$ cat src/dsrq_pkg.sv
// Shared types, constants and tables for the shadow-register write queue.
// Used by the front part, back part, top level and testbench; depends on nothing else.
package dsrq_pkg;

	localparam int QUEUE_DEPTH = 32;
	localparam int QPTR_W = $clog2(QUEUE_DEPTH);
	localparam int QCNT_W = $clog2(QUEUE_DEPTH + 1);
	localparam int NUM_VALUES = 18;

	localparam logic [4:0] IDX_UPDATE = 5'd14;
	localparam logic [4:0] IDX_RESET_STROBE = 5'd15;
	localparam logic [4:0] IDX_LATCH_STROBE = 5'd16;
	localparam logic [4:0] IDX_ATTEN = 5'd17;

	typedef enum logic [2:0] {
		OP_WRITE = 3'd0,
		OP_FIELD = 3'd1,
		OP_READ = 3'd2,
		OP_MRESET = 3'd3,
		OP_PROFILE = 3'd4,
		OP_PREC = 3'd5,
		OP_EMIT = 3'd6,
		OP_NONE = 3'd7
	} op_t;

	localparam logic [1:0] CFG_ENABLE = 2'd0;
	localparam logic [1:0] CFG_BUS_OFFSET = 2'd1;
	localparam logic [1:0] CFG_DEVICE_BASE = 2'd2;

	// Classified item handed from the front part to the back part.
	typedef struct packed {
		op_t op;
		logic [4:0] idx;
		logic [31:0] wv;
		logic [2:0] flo;
		logic [3:0] fw;
		logic line;
		logic level;
		logic idx_ok;
	} item_t;

	// Length of each value in bytes.
	function automatic logic [2:0] val_len(input logic [4:0] i);
		case (i)
			5'd4, 5'd6, 5'd8, 5'd10, 5'd12: val_len = 3'd4;
			5'd5, 5'd7, 5'd9, 5'd11, 5'd13: val_len = 3'd2;
			default: val_len = 3'd1;
		endcase
	endfunction

	// Chip register address of each value.
	function automatic logic [7:0] val_reg(input logic [4:0] i);
		case (i)
			5'd1: val_reg = 8'h01;
			5'd2: val_reg = 8'h02;
			5'd3: val_reg = 8'h03;
			5'd4: val_reg = 8'h04;
			5'd5: val_reg = 8'h08;
			5'd6: val_reg = 8'h0A;
			5'd7: val_reg = 8'h0E;
			5'd8: val_reg = 8'h10;
			5'd9: val_reg = 8'h14;
			5'd10: val_reg = 8'h16;
			5'd11: val_reg = 8'h1A;
			5'd12: val_reg = 8'h1C;
			5'd13: val_reg = 8'h20;
			5'd14: val_reg = 8'h30;
			5'd15: val_reg = 8'h31;
			5'd16: val_reg = 8'h32;
			default: val_reg = 8'h00;
		endcase
	endfunction

endpackage

$ cat src/dsrq_front.sv
// Front part: input skid register that takes one beat and classifies it.
// Depends on dsrq_pkg.
module dsrq_front
	import dsrq_pkg::*;
(
	input logic clk,
	input logic arst_n,
	input logic in_valid,
	output logic in_stall,
	input logic [2:0] op,
	input logic [4:0] value_index,
	input logic [31:0] write_value,
	input logic [2:0] field_low,
	input logic [3:0] field_width,
	input logic profile_line,
	input logic profile_level,
	output logic item_valid,
	output item_t item,
	input logic item_take
);

	logic full_q;
	item_t item_q;

	assign in_stall = full_q && !item_take;
	assign item_valid = full_q;
	assign item = item_q;

	// Control: occupancy of the single-entry slot.
	always_ff @(posedge clk or negedge arst_n) begin
		if (!arst_n) begin
			full_q <= 1'b0;
		end else if (in_valid && !in_stall) begin
			full_q <= 1'b1;
		end else if (item_take) begin
			full_q <= 1'b0;
		end
	end

	// Payload capture with index range check.
	always_ff @(posedge clk) begin
		if (in_valid && !in_stall) begin
			item_q.op <= op_t'(op);
			item_q.idx <= value_index;
			item_q.wv <= write_value;
			item_q.flo <= field_low;
			item_q.fw <= field_width;
			item_q.line <= profile_line;
			item_q.level <= profile_level;
			item_q.idx_ok <= (value_index < 5'(NUM_VALUES));
		end
	end

endmodule

$ cat src/dsrq_back.sv
// Back part: shadow store, index ring, and bus word serializer.
// Depends on dsrq_pkg.
module dsrq_back
	import dsrq_pkg::*;
(
	input logic clk,
	input logic arst_n,
	input logic item_valid,
	input item_t item,
	output logic item_take,
	input logic enable,
	input logic [15:0] bus_offset,
	input logic [7:0] device_base,
	output logic out_valid,
	input logic out_stall,
	output logic bus_valid,
	output logic [15:0] bus_address,
	output logic [15:0] bus_data,
	output logic [31:0] read_data,
	output logic overflow
);

	logic [31:0] store_q [NUM_VALUES];
	logic [NUM_VALUES-1:0] mark_q;
	logic [4:0] ring_q [QUEUE_DEPTH];
	logic [QPTR_W-1:0] head_q, tail_q;
	logic [QCNT_W-1:0] count_q;
	logic act_valid_q;
	logic [4:0] act_idx_q;
	logic [31:0] act_data_q;
	logic [2:0] act_byte_q;
	logic [1:0] prof_q;
	logic [2:0] prec_q;
	logic ovalid_q;
	logic bvalid_q, ovf_q;
	logic [15:0] baddr_q, bdata_q;
	logic [31:0] rdata_q;

	logic q_full, do_it;
	logic [31:0] old_v, new_v;
	logic [7:0] mask, smask;
	logic [3:0] fwc;
	logic changed;
	logic [4:0] e_idx;
	logic [31:0] e_data;
	logic [2:0] e_byte, e_prec, e_len, e_next;
	logic [15:0] e_addr;
	logic [7:0] e_reg, e_dbyte;
	logic e_have;

	assign item_take = item_valid && (!ovalid_q || !out_stall);
	assign do_it = item_take && enable;
	assign q_full = (count_q >= QCNT_W'(QUEUE_DEPTH));

	// Bit-field and value update.
	always_comb begin
		old_v = store_q[item.idx_ok ? item.idx : 5'd0];
		fwc = (item.fw > 4'd8) ? 4'd8 : item.fw;
		mask = 8'hFF >> (4'd8 - fwc);
		smask = mask << item.flo;
		if (item.op == OP_FIELD) begin
			new_v = {24'd0, old_v[7:0] & ~smask} | (32'({24'd0, item.wv[7:0] & mask}) << item.flo);
		end else begin
			new_v = item.wv;
		end
		changed = (new_v != old_v);
	end

	// Emit: pick active word or queue head, then form the bus word.
	always_comb begin
		e_have = act_valid_q || (count_q != '0);
		e_prec = prec_q;
		if (act_valid_q) begin
			e_idx = act_idx_q;
			e_data = act_data_q;
			e_byte = act_byte_q;
		end else begin
			e_idx = (ring_q[head_q] < 5'(NUM_VALUES)) ? ring_q[head_q] : ring_q[head_q] - 5'd18;
			e_data = store_q[e_idx];
			e_len = val_len(e_idx);
			e_prec = (e_idx == 5'd6 || e_idx == 5'd8 || e_idx == 5'd10 || e_idx == 5'd12)
				? prec_q : e_len;
			e_byte = (e_len > e_prec) ? e_len - e_prec : 3'd0;
		end
		e_len = val_len(e_idx);
		e_addr = bus_offset + {6'd0, device_base, 2'b00};
		if (e_idx == IDX_UPDATE) e_addr = e_addr + 16'd2;
		else if (e_idx == IDX_ATTEN || e_idx == IDX_LATCH_STROBE) e_addr = e_addr + 16'd3;
		else if (e_idx != IDX_RESET_STROBE) e_addr = e_addr + 16'd1;
		e_reg = val_reg(e_idx) + {5'd0, e_byte} + (prof_q[1] ? 8'h80 : 8'h00)
			+ (prof_q[0] ? 8'h40 : 8'h00);
		e_dbyte = (e_byte < 3'd4) ? 8'(e_data >> {e_byte, 3'b000}) : 8'd0;
		e_next = e_byte + 3'd1;
		if (e_next >= e_len && e_idx != IDX_RESET_STROBE && e_idx != IDX_LATCH_STROBE
			&& e_idx != IDX_ATTEN) e_addr = e_addr + 16'd1;
	end

	// Ring memory writes (no reset: slots are written before they are read).
	// A master reset empties the ring, so its strobe lands in the first slot.
	always_ff @(posedge clk) begin
		if (do_it) begin
			case (item.op)
				OP_WRITE, OP_FIELD: begin
					if (item.idx_ok && changed && !q_full && !mark_q[item.idx])
						ring_q[tail_q] <= item.idx;
				end
				OP_MRESET: if (!q_full) ring_q['0] <= IDX_RESET_STROBE;
				OP_PROFILE: if (!q_full) ring_q[tail_q] <= IDX_LATCH_STROBE;
				default: ;
			endcase
		end
	end

	// Control and state updates plus the output register.
	always_ff @(posedge clk or negedge arst_n) begin
		if (!arst_n) begin
			for (int i = 0; i < NUM_VALUES; i++) store_q[i] <= '0;
			store_q[0] <= 32'h18;
			mark_q <= '0;
			head_q <= '0;
			tail_q <= '0;
			count_q <= '0;
			act_valid_q <= 1'b0;
			act_idx_q <= '0;
			act_data_q <= '0;
			act_byte_q <= '0;
			prof_q <= '0;
			prec_q <= 3'd4;
			ovalid_q <= 1'b0;
			bvalid_q <= 1'b0;
			ovf_q <= 1'b0;
			baddr_q <= '0;
			bdata_q <= '0;
			rdata_q <= '0;
		end else begin
			if (ovalid_q && !out_stall) ovalid_q <= 1'b0;
			if (item_take) begin
				ovalid_q <= 1'b1;
				bvalid_q <= 1'b0;
				ovf_q <= 1'b0;
				baddr_q <= '0;
				bdata_q <= '0;
				rdata_q <= '0;
			end
			if (do_it) begin
				case (item.op)
					OP_WRITE, OP_FIELD: begin
						if (item.idx_ok && changed) begin
							if (q_full) begin
								ovf_q <= 1'b1;
							end else begin
								store_q[item.idx] <= new_v;
								if (!mark_q[item.idx]) begin
									mark_q[item.idx] <= 1'b1;
									tail_q <= tail_q + 1'b1;
									count_q <= count_q + 1'b1;
								end
							end
						end
					end
					OP_READ: if (item.idx_ok) rdata_q <= old_v;
					OP_MRESET: begin
						if (q_full) begin
							ovf_q <= 1'b1;
						end else begin
							for (int i = 0; i < NUM_VALUES; i++) store_q[i] <= '0;
							store_q[0] <= 32'h18;
							mark_q <= '0;
							head_q <= '0;
							tail_q <= QPTR_W'(1);
							count_q <= QCNT_W'(1);
							act_valid_q <= 1'b0;
							act_idx_q <= '0;
							act_data_q <= '0;
							act_byte_q <= '0;
							prof_q <= '0;
							prec_q <= 3'd4;
						end
					end
					OP_PROFILE: begin
						prof_q[item.line] <= item.level;
						if (q_full) begin
							ovf_q <= 1'b1;
						end else begin
							tail_q <= tail_q + 1'b1;
							count_q <= count_q + 1'b1;
						end
					end
					OP_PREC: begin
						if (item.wv[7:0] > 8'd4) prec_q <= 3'd4;
						else if (item.wv[7:0] == 8'd0) prec_q <= 3'd1;
						else prec_q <= item.wv[2:0];
					end
					OP_EMIT: begin
						if (e_have) begin
							if (!act_valid_q) begin
								mark_q[e_idx] <= 1'b0;
								head_q <= head_q + 1'b1;
								count_q <= count_q - 1'b1;
							end
							act_idx_q <= e_idx;
							act_data_q <= e_data;
							if (e_next >= e_len) begin
								act_valid_q <= 1'b0;
								act_byte_q <= 3'd0;
							end else begin
								act_valid_q <= 1'b1;
								act_byte_q <= e_next;
							end
							bvalid_q <= 1'b1;
							baddr_q <= e_addr;
							bdata_q <= {e_dbyte, e_reg};
						end
					end
					default: ;
				endcase
			end
		end
	end

	assign out_valid = ovalid_q;
	assign bus_valid = bvalid_q;
	assign bus_address = baddr_q;
	assign bus_data = bdata_q;
	assign read_data = rdata_q;
	assign overflow = ovf_q;

endmodule

$ cat src/dds_shadow_register_write_queue.sv
// Top level of the shadow-register write queue with its configuration registers.
// Depends on dsrq_pkg, dsrq_front and dsrq_back.
//
// Usage: each input beat (in_valid/in_stall) carries one op; exactly one result
// beat (out_valid/out_stall) comes back per op, with bus_valid set for an emit
// that produced a bus word, read_data for a read and overflow when the ring was
// full. Configuration (enable, bus_offset, device_base) is written on the
// cfg_valid/cfg_ready channel, which is always ready; write it while idle.
// Path: a beat is registered in the front slot, then executed into the result
// register. Throughput: one op per cycle while the receiver does not stall;
// the back part executes each whole op against the flop-based shadow store
// and ring.
// Reset: arst_n restores the default values, empties the ring and enables the
// device. When the receiver stalls, the result holds, the front slot fills and
// then in_stall rises; nothing is dropped.
module dds_shadow_register_write_queue
	import dsrq_pkg::*;
(
	input logic clk,
	input logic arst_n,
	input logic in_valid,
	output logic in_stall,
	input logic [2:0] op,
	input logic [4:0] value_index,
	input logic [31:0] write_value,
	input logic [2:0] field_low,
	input logic [3:0] field_width,
	input logic profile_line,
	input logic profile_level,
	output logic out_valid,
	input logic out_stall,
	output logic bus_valid,
	output logic [15:0] bus_address,
	output logic [15:0] bus_data,
	output logic [31:0] read_data,
	output logic overflow,
	input logic cfg_valid,
	output logic cfg_ready,
	input logic [1:0] cfg_index,
	input logic [31:0] cfg_data
);

	logic enable_q;
	logic [15:0] bus_offset_q;
	logic [7:0] device_base_q;
	logic item_valid, item_take;
	item_t item;

	assign cfg_ready = 1'b1;

	// Configuration registers.
	always_ff @(posedge clk or negedge arst_n) begin
		if (!arst_n) begin
			enable_q <= 1'b1;
			bus_offset_q <= '0;
			device_base_q <= '0;
		end else if (cfg_valid) begin
			case (cfg_index)
				CFG_ENABLE: enable_q <= cfg_data[0];
				CFG_BUS_OFFSET: bus_offset_q <= cfg_data[15:0];
				CFG_DEVICE_BASE: device_base_q <= cfg_data[7:0];
				default: ;
			endcase
		end
	end

	dsrq_front u_front (
		.clk, .arst_n, .in_valid, .in_stall, .op, .value_index, .write_value,
		.field_low, .field_width, .profile_line, .profile_level,
		.item_valid, .item, .item_take
	);

	dsrq_back u_back (
		.clk, .arst_n, .item_valid, .item, .item_take,
		.enable(enable_q), .bus_offset(bus_offset_q), .device_base(device_base_q),
		.out_valid, .out_stall, .bus_valid, .bus_address, .bus_data, .read_data, .overflow
	);

endmodule

$ cat config.mk
export PLATFORM = sky130hd
export DESIGN_NAME = dds_shadow_register_write_queue
export DESIGN_NICKNAME = d
export VERILOG_FILES = /design/src/dsrq_pkg.sv /design/src/dsrq_front.sv /design/src/dsrq_back.sv /design/src/dds_shadow_register_write_queue.sv
export SDC_FILE = /design/constraint.sdc
export NUM_CORES = 2
export LEC_CHECK = 0
export BUFFER_PORTS_ARGS = -buffer_cell sky130_fd_sc_hd__buf_4
export CORE_ASPECT_RATIO = 0.5
export CORE_MARGIN = 1.5
export CORE_UTILIZATION = 50
export DETAILED_ROUTE_END_ITERATION = 7
export PLACE_DENSITY = 0.66
export SETUP_SLACK_MARGIN = 0.5
export SLEW_MARGIN = 20
export SYNTH_ARGS = -nofsm -noshare
export SYNTH_HDL_FRONTEND = slang
export SYNTH_SLANG_ARGS = --single-unit
$ cat constraint.sdc
create_clock -name clk -period 24.8 [get_ports clk]
set_clock_uncertainty 0.1 [all_clocks]
set_input_delay 1.24 -clock clk [delete_from_list [all_inputs] [get_ports clk]]
set_output_delay 1.24 -clock clk [all_outputs]
set_load 0.02 [all_outputs]
==> results.rst <==
.. list-table::
   :header-rows: 1

   * - Metric
     - Value
   * - Measured slew at the worst slew-check pin
     - about 1200 ps
   * - Flop and latch count out of synthesis
     - 959
   * - Number of rows created at floorplan
     - 82
   * - CTS tree
     - yes
   * - Leakage power figure
     - 23.3 nW
   * - Critical path fanouts, max
     - 61
   * - Worst EP arrival
     - about 9800 ps
   * - Number of global-route vias before repair
     - 42.2k
   * - Number of distinct library cells after synthesis
     - 100
   * - Weighted congestion reported at the end of routability-driven placement
     - 0.924
   * - Wire length reported by the detailed router
     - 196,000 um
   * - Core area
     - 100,000 um2
   * - Sinks on the clock net
     - 959
   * - Total via count in the routed design
     - between 40k and 50k
   * - Detail-routed net length per standard cell
     - 32.3 um
   * - Final core area utilization
     - a little under three fifths
   * - Total iterations of the first detailed-routing run
     - 8
   * - Cell family contributing the most delay on the critical path
     - compound AO/OA/AOI/OAI gates
   * - Max incr delay on CP
     - 980 ps
   * - Main flop type after synthesis
     - sky130_fd_sc_hd__dfrtp_1
   * - Path type of the worst setup path
     - register to register
   * - Type of element capturing the critical path
     - register
   * - Final Max Tran Viols
     - 0
   * - Status
     - complete, but fails checks
   * - Hold Fails Final Rpt
     - 0
   * - Final setup violation count
     - 0
   * - Max Clock Freq
     - 0.108 GHz
   * - Time the worst path needs with I/O delays and setup
     - 9280 ps
   * - Final period utilization
     - 37.4%
   * - Overflow left after global routing
     - 0
   * - Relative max-transition margin
     - approximately 17%
   * - DIE WIDTH
     - 454 um
   * - Layout net count
     - 4,791
   * - Xor-xnor portion of the synthesized cell area
     - 1.09%
   * - Area fraction in and, or, nand and nor cells after synthesis
     - 12.4%
   * - # resized after CTS
     - 0
   * - Total negative slack for setup checks
     - 0 ps
   * - Share of the synthesized area in the top cell type
     - 36.7%
   * - Clk pwr share
     - 27.4%
   * - Share of the yosys chip area belonging to registers
     - 49.4%
   * - Internal Dissipation
     - roughly 3.2 mW
   * - Switching Share
     - 40.5%
   * - HPWL reported at the end of detailed placement
     - between 100,000 and 150,000 um
   * - Synth Net Count
     - 4,887
   * - Fraction of layout instances using a drive strength above 1
     - 14.0%
   * - All-layer global routing usage
     - a little under two fifths
   * - Initial detailed-routing violation count
     - between 7k and 8k
   * - Total die area
     - 104,000 um2
   * - Worst path required time
     - 25,320 ps
   * - RSZ-0062 raised after global routing
     - false
   * - Reported max-cap violation count
     - 0
   * - Power per cell area
     - 95.0 nW/um2
   * - Main combinational cell family by area after synthesis
     - compound AO/OA/AOI/OAI gates
   * - Number of enable-type register cells in the synthesized netlist
     - between 200 and 250
   * - Maximum number of pins on one net before global-route repair
     - 184
   * - Root Driver
     - sky130_fd_sc_hd__clkbuf_16
   * - H-Tree Depth
     - 3
   * - TritonCTS Buffers
     - 89
   * - Portion of total power attributed to sequential cells
     - between 30 and 40%
   * - Area growth from synthesis to layout
     - 10.2%
   * - Maximum ir drop on the vdd rail
     - 0.0000948 V
   * - Clock latency on the worst-skew pair
     - 760 ps
   * - Comb pwr share
     - between 30% and 40%
   * - Number of buffer cells added on primary ports
     - 139
   * - Buffer count from post-CTS setup fixing
     - 0
   * - Worst Setup Start Kind
     - register
   * - Final worst hold slack
     - 379 ps
   * - Clock slew at reported path FFs
     - about 70 ps
   * - Yosys Warn Count
     - 0
   * - Maximum buffer depth of the clock tree
     - 3
   * - Crit path buf inv count
     - 5
   * - Residual DRC count
     - 5
   * - Starting utilization of the core area
     - roughly half
   * - Worst path cell trace
     - buf_4 -> buf_4 -> buf_4 -> nand2_1 -> o22ai_1 -> o311ai_0 -> a41oi_1 -> xnor2_1 -> o21ai_0 -> a2111oi_0 -> o2111ai_1 -> nor4b_2 -> a2111oi_2 -> or2_4 -> buf_4 -> o21ai_4 -> buf_4 -> a22o_1
   * - Vias per cell
     - between 7 and 8
   * - Post-synthesis cell count
     - 4,756
   * - Switching Power
     - roughly 2.2 mW
   * - Critical Path Most Common Cell
     - sky130_fd_sc_hd__buf_4
   * - Adder-cell share of the synthesized area
     - 1.12%
   * - Quantity of hold-fixing buffers added after cts
     - 0
   * - First-pass GRT wire length
     - approximately 290,000 um
   * - Post-placement worst setup slack
     - 15,680 ps
   * - Compound-Gate Fraction of Synth Area
     - 22.6%
   * - Top cells by area, synth
     - sky130_fd_sc_hd__dfrtp_1 (37%), sky130_fd_sc_hd__edfxtp_1 (12%), sky130_fd_sc_hd__a22o_1 (8.8%)
   * - Mean post-synth cell area
     - approximately 11 um2
   * - Post-DRT Antenna Nets
     - 0
   * - IO Count
     - 157
   * - Proportion of register bits with asynchronous set or reset after synthesis
     - 78.1%
   * - Worst Hold Class
     - register to register
   * - Number of antenna violations at the first check in global routing
     - 3
   * - Violations in the final reports
     - design-rule violations
   * - Multiplexer area fraction after synthesis
     - 9.35%
   * - Die Y-Extent
     - 228 um
   * - Post-layout worst setup margin
     - about 16,000 ps
   * - Mapped Area
     - 50,800 um2
   * - Slowest cell on crit path
     - sky130_fd_sc_hd__a41oi_1
   * - Cell taking the most area after synthesis
     - sky130_fd_sc_hd__dfrtp_1
-- worst paths after layout --
path | cells past startpoint | start | slack [ps] | to
setup / recovery | 18 | u_front.item[42] | 15520 | u_back.store_q[543]
hold / removal | 2 | u_back.bus_data[3] | 380 | u_back.bus_data[3]
setup reg to reg | 18 | u_front.item[42] | 15520 | u_back.store_q[543]
hold reg to reg | 2 | u_back.bus_data[3] | 380 | u_back.bus_data[3]
max in group asynchronous | 6 | arst_n | 20250 | u_back.store_q[94]
min in group asynchronous | 1 | arst_n | 450 | u_front.item_valid
-- stage by stage --
step,power (mW),instance area [um2],cells
3_3_place_gp,3.76,52900,5912
6_report,5.31,55900,6080
3_5_place_dp,3.79,52900,5912
2_1_floorplan,3.11,50800,4756
5_1_grt,5.47,55900,6076
4_1_cts,5.22,55900,6075
-- layout make-up --
type / count / area (um2)
Multi-Input combinational cell: 3300 / 24000
Tap cell: 1344 / 1680
Antenna cell: 4 / 10.0
Timing Repair Buffer: 261 / 2030
Clock buffer: 119 / 2520
Clock inverter: 44 / 462
Fill cell: 8481 / 44400
Sequential cell: 959 / 25100
Inverter: 49 / 184
-- cells in the final DEF, fill, tap and decap left out, types with 17 or more instances in the layout --
cell,count
sky130_fd_sc_hd__clkbuf_16,91
sky130_fd_sc_hd__or2_2,20
sky130_fd_sc_hd__a31oi_1,65
sky130_fd_sc_hd__mux2_2,58
sky130_fd_sc_hd__mux4_2,85
sky130_fd_sc_hd__xnor2_1,37
sky130_fd_sc_hd__buf_4,255
sky130_fd_sc_hd__a311o_1,17
sky130_fd_sc_hd__and2_1,59
sky130_fd_sc_hd__dfrtp_1,743
sky130_fd_sc_hd__a211oi_1,132
sky130_fd_sc_hd__a21oi_1,102
sky130_fd_sc_hd__nor2_1,185
sky130_fd_sc_hd__nand3_1,103
sky130_fd_sc_hd__o2bb2ai_1,28
sky130_fd_sc_hd__mux2i_1,210
sky130_fd_sc_hd__o211ai_1,18
sky130_fd_sc_hd__o21a_1,18
sky130_fd_sc_hd__ha_1,39
sky130_fd_sc_hd__o21ai_4,20
sky130_fd_sc_hd__o221ai_1,38
sky130_fd_sc_hd__nand2_1,654
sky130_fd_sc_hd__nor2b_1,75
sky130_fd_sc_hd__nand2b_1,33
sky130_fd_sc_hd__and3_1,86
sky130_fd_sc_hd__a22o_1,508
sky130_fd_sc_hd__o21ai_0,179
sky130_fd_sc_hd__o22ai_1,82
sky130_fd_sc_hd__nor3_1,23
sky130_fd_sc_hd__edfxtp_1,210
sky130_fd_sc_hd__a311oi_1,17
sky130_fd_sc_hd__inv_1,42
sky130_fd_sc_hd__a32o_1,78
sky130_fd_sc_hd__clkinv_2,21
sky130_fd_sc_hd__xor2_1,26
-- cell usage after synthesis (18+ instances only) --
cell type                   number
sky130_fd_sc_hd__dfrtp_1       745
sky130_fd_sc_hd__nand2_1       660
sky130_fd_sc_hd__a22o_1        509
sky130_fd_sc_hd__clkbuf_1      235
sky130_fd_sc_hd__mux2i_1       211
sky130_fd_sc_hd__edfxtp_1      210
sky130_fd_sc_hd__nor2_1        196
sky130_fd_sc_hd__o21ai_0       180
sky130_fd_sc_hd__buf_2         139
sky130_fd_sc_hd__a211oi_1      132
sky130_fd_sc_hd__nand3_1       104
sky130_fd_sc_hd__a21oi_1       103
sky130_fd_sc_hd__and3_1         86
sky130_fd_sc_hd__mux4_2         85
sky130_fd_sc_hd__o22ai_1        82
sky130_fd_sc_hd__a32o_1         78
sky130_fd_sc_hd__nor2b_1        76
sky130_fd_sc_hd__a31oi_1        65
sky130_fd_sc_hd__and2_1         63
sky130_fd_sc_hd__buf_1          63
sky130_fd_sc_hd__mux2_2         58
sky130_fd_sc_hd__inv_1          45
sky130_fd_sc_hd__ha_1           39
sky130_fd_sc_hd__o221ai_1       38
sky130_fd_sc_hd__xnor2_1        37
sky130_fd_sc_hd__nand2b_1       34
sky130_fd_sc_hd__o2bb2ai_1      28
sky130_fd_sc_hd__xor2_1         26
sky130_fd_sc_hd__nor3_1         23
sky130_fd_sc_hd__o21ai_1        23
sky130_fd_sc_hd__or2_2          21
sky130_fd_sc_hd__o211ai_1       18
sky130_fd_sc_hd__o21a_1         18
-- state kept, by name, summed over array words and instances, names as in the netlist, 5 cells and up --
name / count
u_back.tail_q: 5
u_back.act_data_q: 32
u_back.mark_q: 18
u_back.read_data: 32
u_back.bus_data: 16
u_back.ring_q: 160
u_back.bus_address: 16
bus_offset_q: 16
u_front.item: 50
u_back.count_q: 6
u_back.head_q: 5
device_base_q: 8
u_back.act_idx_q: 5
u_back.store_q: 576
-- kinds of logic (layout without fill, tap and decap cells) --
kind of cell,Yosys count,after routing
AOI/OAI and AO/OA,1484,1484
xor gates and xnor gates,63,63
adders and majority gates,43,43
buffers and inverters,497,473
DFF,959,959
muxes,357,357
other,1,5
and+or+nand+nor,1352,1352
-- worst min-delay path: stages (launching register included) --
cell and delay, ps:
sky130_fd_sc_hd__dfrtp_1 340, sky130_fd_sc_hd__nand2_1 50, sky130_fd_sc_hd__o21ai_0 60
-- power by group through the flow --
| stage | sequential [mW] | clock [mW] | combinational (mW) |
|---|---|---|---|
| 2_1_floorplan | 1.81 | 0 | 1.30 |
| 3_3_place_gp | 1.82 | 0 | 1.93 |
| 3_5_place_dp | 1.83 | 0 | 1.96 |
| 4_1_cts | 1.80 | 1.46 | 1.96 |
| 5_1_grt | 1.81 | 1.52 | 2.14 |
| 6_report | 1.80 | 1.45 | 2.05 |
-- per-layer routing --
metal,track usage [%],wire [um],share of wire [%],vias up
met3,16.0,29900,15,683
li1,-,-,-,17800
met2,51.7,80300,41,3390
met4,16.6,10100,5.1,2
met5,0,7,0.0036,-
met1,50.6,76000,39,22000
(Power assumes the default switching activity.)
